### src/hw/rtl/posp_div.sv
module posp_div (
    input  logic        i_clk,
    input  logic        i_rst_n,
    input  logic        i_start,
    input  logic [31:0] i_dividend,
    input  logic [31:0] i_divisor,
    output logic        o_done,
    output logic [31:0] o_quot,
    output logic [31:0] o_rem
);
    logic        r_run;
    logic        r_done;
    logic [4:0]  r_cnt;
    logic [31:0] r_q;
    logic [31:0] r_r;
    logic [31:0] r_d;
    logic [32:0] trial;
    logic        fits;

    // restoring, one quotient bit a cycle; a zero divisor yields all ones
    // and leaves the dividend as remainder
    assign trial = {r_r, r_q[31]};
    assign fits  = trial >= {1'b0, r_d};

    always_ff @(posedge i_clk) begin
        if (!i_rst_n) begin
            r_run  <= 1'b0;
            r_done <= 1'b0;
            r_cnt  <= '0;
        end else begin
            r_done <= 1'b0;
            if (i_start) begin
                r_run <= 1'b1;
                r_cnt <= '0;
                r_q   <= i_dividend;
                r_r   <= '0;
                r_d   <= i_divisor;
            end else if (r_run) begin
                r_q <= {r_q[30:0], fits};
                r_r <= fits ? 32'(trial - {1'b0, r_d}) : trial[31:0];
                r_cnt <= r_cnt + 5'd1;
                if (r_cnt == 5'd31) begin
                    r_run  <= 1'b0;
                    r_done <= 1'b1;
                end
            end
        end
    end

    assign o_done = r_done;
    assign o_quot = r_q;
    assign o_rem  = r_r;
endmodule

### config.mk
export PLATFORM = sky130hd
export DESIGN_NAME = posp_div
export DESIGN_NICKNAME = d
export VERILOG_FILES = /design/src/hw/rtl/posp_div.sv
export SDC_FILE = /design/constraint.sdc
export NUM_CORES = 1
export LEC_CHECK = 0
export BUFFER_PORTS_ARGS = -buffer_cell sky130_fd_sc_hd__buf_2
export CORE_MARGIN = 5
export CORE_UTILIZATION = 35
export CTS_CLUSTER_SIZE = 16
export DETAILED_ROUTE_END_ITERATION = 7
export SLEW_MARGIN = 10
export SYNTH_ARGS = -nofsm -noshare
export SYNTH_HDL_FRONTEND = slang
export SYNTH_SLANG_ARGS = --single-unit
### constraint.sdc
create_clock -name i_clk -period 3.2 [get_ports i_clk]
set_input_delay 0.32 -clock i_clk [delete_from_list [all_inputs] [get_ports i_clk]]
set_output_delay 0.32 -clock i_clk [all_outputs]
set_load 0.02 [all_outputs]
[Yosys cells after proc, flatten, opt, wreduce, memory -nomap -nowiden]
Index checks and enable logic that the tools add are counted.
Cells by class
  add/subtract/negate cells: 2
  $mul: 0
  divide/modulo/power cells: 0
  $lt $le $gt $ge: 1
  eq/ne operators: 1
  shift operators: 0
  muxes and demuxes: 8
  bitwise gates (word level): 2
  reduce and logical (&&, ||, !) cells: 5
Operators with widths (number)
  $mux 32: 4
  $ge 33x32->1: 1
  $sub 32x32->32: 1
  $add 5x1->5 const B: 1
  $eq 5x5->1 const B: 1
  $mux 1: 4
  $reduce_and 2->1: 2
  $reduce_or 3->1: 1
  $not 1->1: 2
  $reduce_bool 2->1: 1
  $reduce_or 2->1: 1
Storage, ports and cells
  register bits after elaboration: 103
  bits in latches: 0
  bits in writable memories: 0
  ROM bits: 0
  bits of input ports: 67
  output and inout port bits: 65
  memories: 0

[Depth between registers and ports, before layout]
  depth after elaboration: 4
  mapped depth: 12
  mapped depth without buffers: 11

[Worst setup path before layout]
Ideal clock, no wire load.
  path type: reg2reg
  start: reg r_r[5] (netlist: o_rem[5])
  end: reg r_q[0] (netlist: o_quot[0]), data pin
  library setup time: 260 ps
  data arrival time: 2710 ps
  required time: 2940 ps
  setup slack: 230 ps
  cell stages (with the launch flop): 10
  path buffers: 1
  clock period less this slack: 2970 ps
  cell sequence: edfxtp_1 > ha_1 > a21oi_1 > o22ai_1 > a2111oi_2 > nor4_4 > a31oi_4 > o211ai_4 > buf_6 > mux2_2
Between the ends
  cells in the longest elaborated chain, start to end: 3
Ends and longest elaborated chain
  from (decl): RTL line 15  | logic [31:0] r_r;
  from (signal assigned): RTL line 40  | r_r <= fits ? 32'(trial - {1'b0, r_d}) : trial[31:0];
  $ge 33x32->1: RTL line 23  | assign fits = trial >= {1'b0, r_d};
  $mux 32: RTL line 38  | end else if (r_run) begin
  $mux 32: RTL line 32  | if (i_start) begin
  to (signal assigned): RTL line 35  | r_q <= i_dividend;
  to (signal assigned): RTL line 39  | r_q <= {r_q[30:0], fits};
  to (decl): RTL line 14  | logic [31:0] r_q;
No other way between the ends. The select of a mux whose other input is x is not followed.
A chain may end at the register's enable or synchronous reset.

[Worst setup path in the final report]
  start: reg r_q[31] (netlist: o_quot[31])
  end: reg r_r[28] (netlist: o_rem[28]), data pin
Between the ends
  cells in the longest elaborated chain, start to end: 3
  elaborated cells on any way between the ends: 4
  classes of those cells: add/sub (1); order compare (1); mux (2)
Ends and longest elaborated chain (RTL line)
  $sub 32x32->32 / $ge 33x32->1 (equally long branches): 40, 23
  $mux 32 (*): 40
  $mux 32 (*): 38
Every way passes the cells marked *; elsewhere a longest branch is shown, timed or not. The select of a mux whose other input is x is not followed.

==> metrics.csv <==
stage,metric,value,unit
status,outcome,"finished, final reports clean",
global_route,initial antenna violation count,1,
finish,most frequent cells in the layout,"buf_2, edfxtp_1, inv_1, nor2_1, a21oi_1",
sta,Worst Skew,0.0162,ns
logic_synthesis,number of synthesized flops with an enable pin,96,
place,placed cell areas,7080,um2
sta,Final Hold Vio Count,0,
sta,final setup TNS,0,ns
finish,# diodes,0,
clocking,total CTS buffers,9,
power,LEAKAGE,3.15,nW
clocking,CTS Buffer Depth,2,
routing,drt first pass iters,5,
clocking,H-tree level count,3,
clocking,root buf cell,clkbuf_16,
sta,Final Setup Violations,0,
worst_setup_path,Startpoint Class,flip-flop,
finish,Layout Nets,769,
routing,via/cell ratio,5.09,
place,DP Wirelength,11700,um
logic_synthesis,Post-Syn Area,6090,um2
global_route,global route total overflow,0,
worst_setup_path,crit end category,flip-flop,
sta,worst-margin pin slew,0.618,ns
logic_synthesis,asr flop ratio synth,0,%
worst_setup_path,Worst Path Required,3.41,ns
clocking,"Reg clk slew, reported paths",0.08,ns
power,Peak VDD IR,0.261,mV
sta,headroom to the max-slew limit,58.8,%
sta,Slew Limit Fails,0,
finish,Final Cell Area,7390,um2
sta,Final Critical Period,3.00,ns
routing,remaining antenna violation count,0,
sta,Tcrit/Tclk final,93.8,%
clocking,Post CTS Setup Buffer Count,0,
logic_synthesis,number of synthesized register bits,103,
routing,DR WL/cell,17.1,um
sta,RSZ-0062 raised after global routing,false,
floorplanning,Die Wd,142,um
logic_synthesis,top_reg_cell synth,edfxtp_1,
finish,Area Overhead vs Synth,21.4,%
clocking,number of hold buffers added after CTS,0,
floorplanning,Initial Utilization,35.4,%
logic_synthesis,"top cells by area, synth","edfxtp_1, ha_1, mux2_2",
worst_setup_path,Crit Path Max Fanout,4,
floorplanning,core area,17200,um2
routing,vias,4569,
routing,final WL,15300,um
clocking,TritonCTS clock tree,yes,
logic_synthesis,register area share after synthesis,49.7,%
clocking,Skew-Pair Late Insertion Delay,0.37,ns
logic_synthesis,Synth Area per Inst,11.5,um2
logic_synthesis,Yosys top cell area share,47.4,%
worst_setup_path,Setup CP Type,flip-flop to flip-flop,
floorplanning,full die area,20100,um2
global_route,vias in the first global route,4816,
logic_synthesis,syn nets,630,
place,port bufs,131,
global_route,GRT Util Overall,15.5,%
sta,Max Fclk,333,MHz
logic_synthesis,Yosys top cell by area,edfxtp_1,
routing,initial DRC count,198,
floorplanning,placement row count,48,
finish,fraction of layout cells with a size suffix above 1,34.1,%
logic_synthesis,Yosys Warn Count,0,
routing,DRC Markers,0,
power,PD cells,541,nW/um2
place,routability congestion estimate,0.844,
clocking,Clock Sinks,103,
worst_hold_path,Worst Hold Class,input pin to flip-flop,
logic_synthesis,Synth Instances,528,
floorplanning,io pins,132,
finish,final-layout fill cell count,1692,
logic_synthesis,Cell variety after synth,60,
finish,"most common cell after layout, fill and taps aside",buf_2,
worst_setup_path,Crit path arrival time,3.21,ns
run,max_cap viols,0,
floorplanning,Die H,142,um
global_route,first-pass GRT wire length,24800,um
global_route,pin count of the biggest net entering global routing,32,
per-layer routing:
layer / vias up / part of all wire [%] / wire length (um) / GRT usage [%]
met5: - / 0.065 / 10 / 0
met4: 2 / 1.0 / 153 / 3.03
met3: 13 / 9.3 / 1430 / 6.71
met2: 159 / 46 / 7080 / 25.4
met1: 2153 / 43 / 6640 / 19.2
li1: 2242 / - / - / -
where the power goes:
group | switching [mW] | total (mW) | internal, mW
combinational | 0.720 | 1.23 | 0.514
sequential | 0.0692 | 1.68 | 1.61
clock | 0.534 | 1.08 | 0.541
synthesized netlist by cell type, drive strengths merged, types with 2 or more instances:
| library cell | n |
|---|---|
| mux2 | 32 |
| mux2i | 21 |
| a21o | 15 |
| a311oi | 2 |
| xor2 | 8 |
| o22ai | 4 |
| o21ai | 8 |
| nand4 | 5 |
| nor3 | 5 |
| and3 | 5 |
| nor2b | 9 |
| a31oi | 7 |
| ha | 34 |
| a221o | 2 |
| buf | 12 |
| a2111oi | 2 |
| o31ai | 2 |
| nor2 | 47 |
| and2 | 4 |
| inv | 40 |
| o211ai | 5 |
| dfxtp | 7 |
| a211oi | 14 |
| nand2 | 33 |
| nand2b | 3 |
| o2111ai | 6 |
| xnor2 | 17 |
| nand3 | 9 |
| nor4 | 3 |
| edfxtp | 96 |
| a21oi | 41 |
| clkbuf | 8 |
| o21a | 4 |
| o21bai | 5 |
logic make-up after synthesis:
group                      Yosys count  synth area share [%]
and+or+nand+nor                    129                  10.4
AOI/OAI and AO/OA                  123                  15.2
DFF                                103                  49.7
buffers and inverters               60                  4.44
muxes                               53                  9.38
adders and majority gates           35                  7.32
xor gates and xnor gates            25                  3.60
registers in the layout (all words and copies together) (netlist names):
name / count
r_d: 32
o_done: 1
o_quot: 32
r_cnt: 5
o_rem: 32
r_run: 1
critical path, cell delays in order (launching register included):
cell and delay (ns):
edfxtp_1 0.34, inv_1 0.05, ha_1 0.22, fa_1 0.42
nor2b_2 0.17, o2111ai_2 0.19, a31oi_2 0.26, o2111ai_1 0.21
buf_4 0.21, a211o_1 0.29, a211oi_1 0.24, a311oi_1 0.08
o22ai_1 0.17
metrics by stage:
step | utilization, % | cells | hold WS [ns] | setup slack, ns | power (mW)
2_1_floorplan | - | 528 | 0.419 | 0.230 | 2.60
3_3_place_gp | 41.2 | 881 | 0.486 | 0.218 | 2.92
3_5_place_dp | 41.2 | 881 | 0.498 | 0.120 | 2.93
4_1_cts | 42.9 | 897 | 0.109 | 0.123 | 4.03
5_1_grt | 43.0 | 897 | 0.105 | 0.0264 | 4.24
6_report | 43.0 | 897 | 0.123 | 0.197 | 3.99
final cells by class:
cell class,instances,area (um2),share of cell area (%)
Clock buffer,10,229,3.10
Clock inverter,6,51.3,0.695
Multi-Input combinational cell,365,2820,38.2
Tap cell,225,282,3.81
Timing Repair Buffer,148,833,11.3
Sequential cell,103,3020,40.9
Inverter,40,150,2.03
what timing repair did:
| action | 4_1_cts | 5_1_grt |
|---|---|---|
| endpoints found under the setup margin | 0 | 3 |
| endpoints found under the hold margin | 0 | 0 |
| gates resized for setup | 0 | 5 |
final timing paths:
check | from | end | slack [ns] | depth (start not counted)
max | o_quot[31] | o_rem[28] | 0.20 | 12
min | i_divisor[31] | r_d[31] | 0.12 | 1
max reg2reg | o_quot[31] | o_rem[28] | 0.20 | 12
min reg2reg | r_cnt[3] | r_cnt[3] | 0.52 | 2
(Power assumes the default switching activity.)
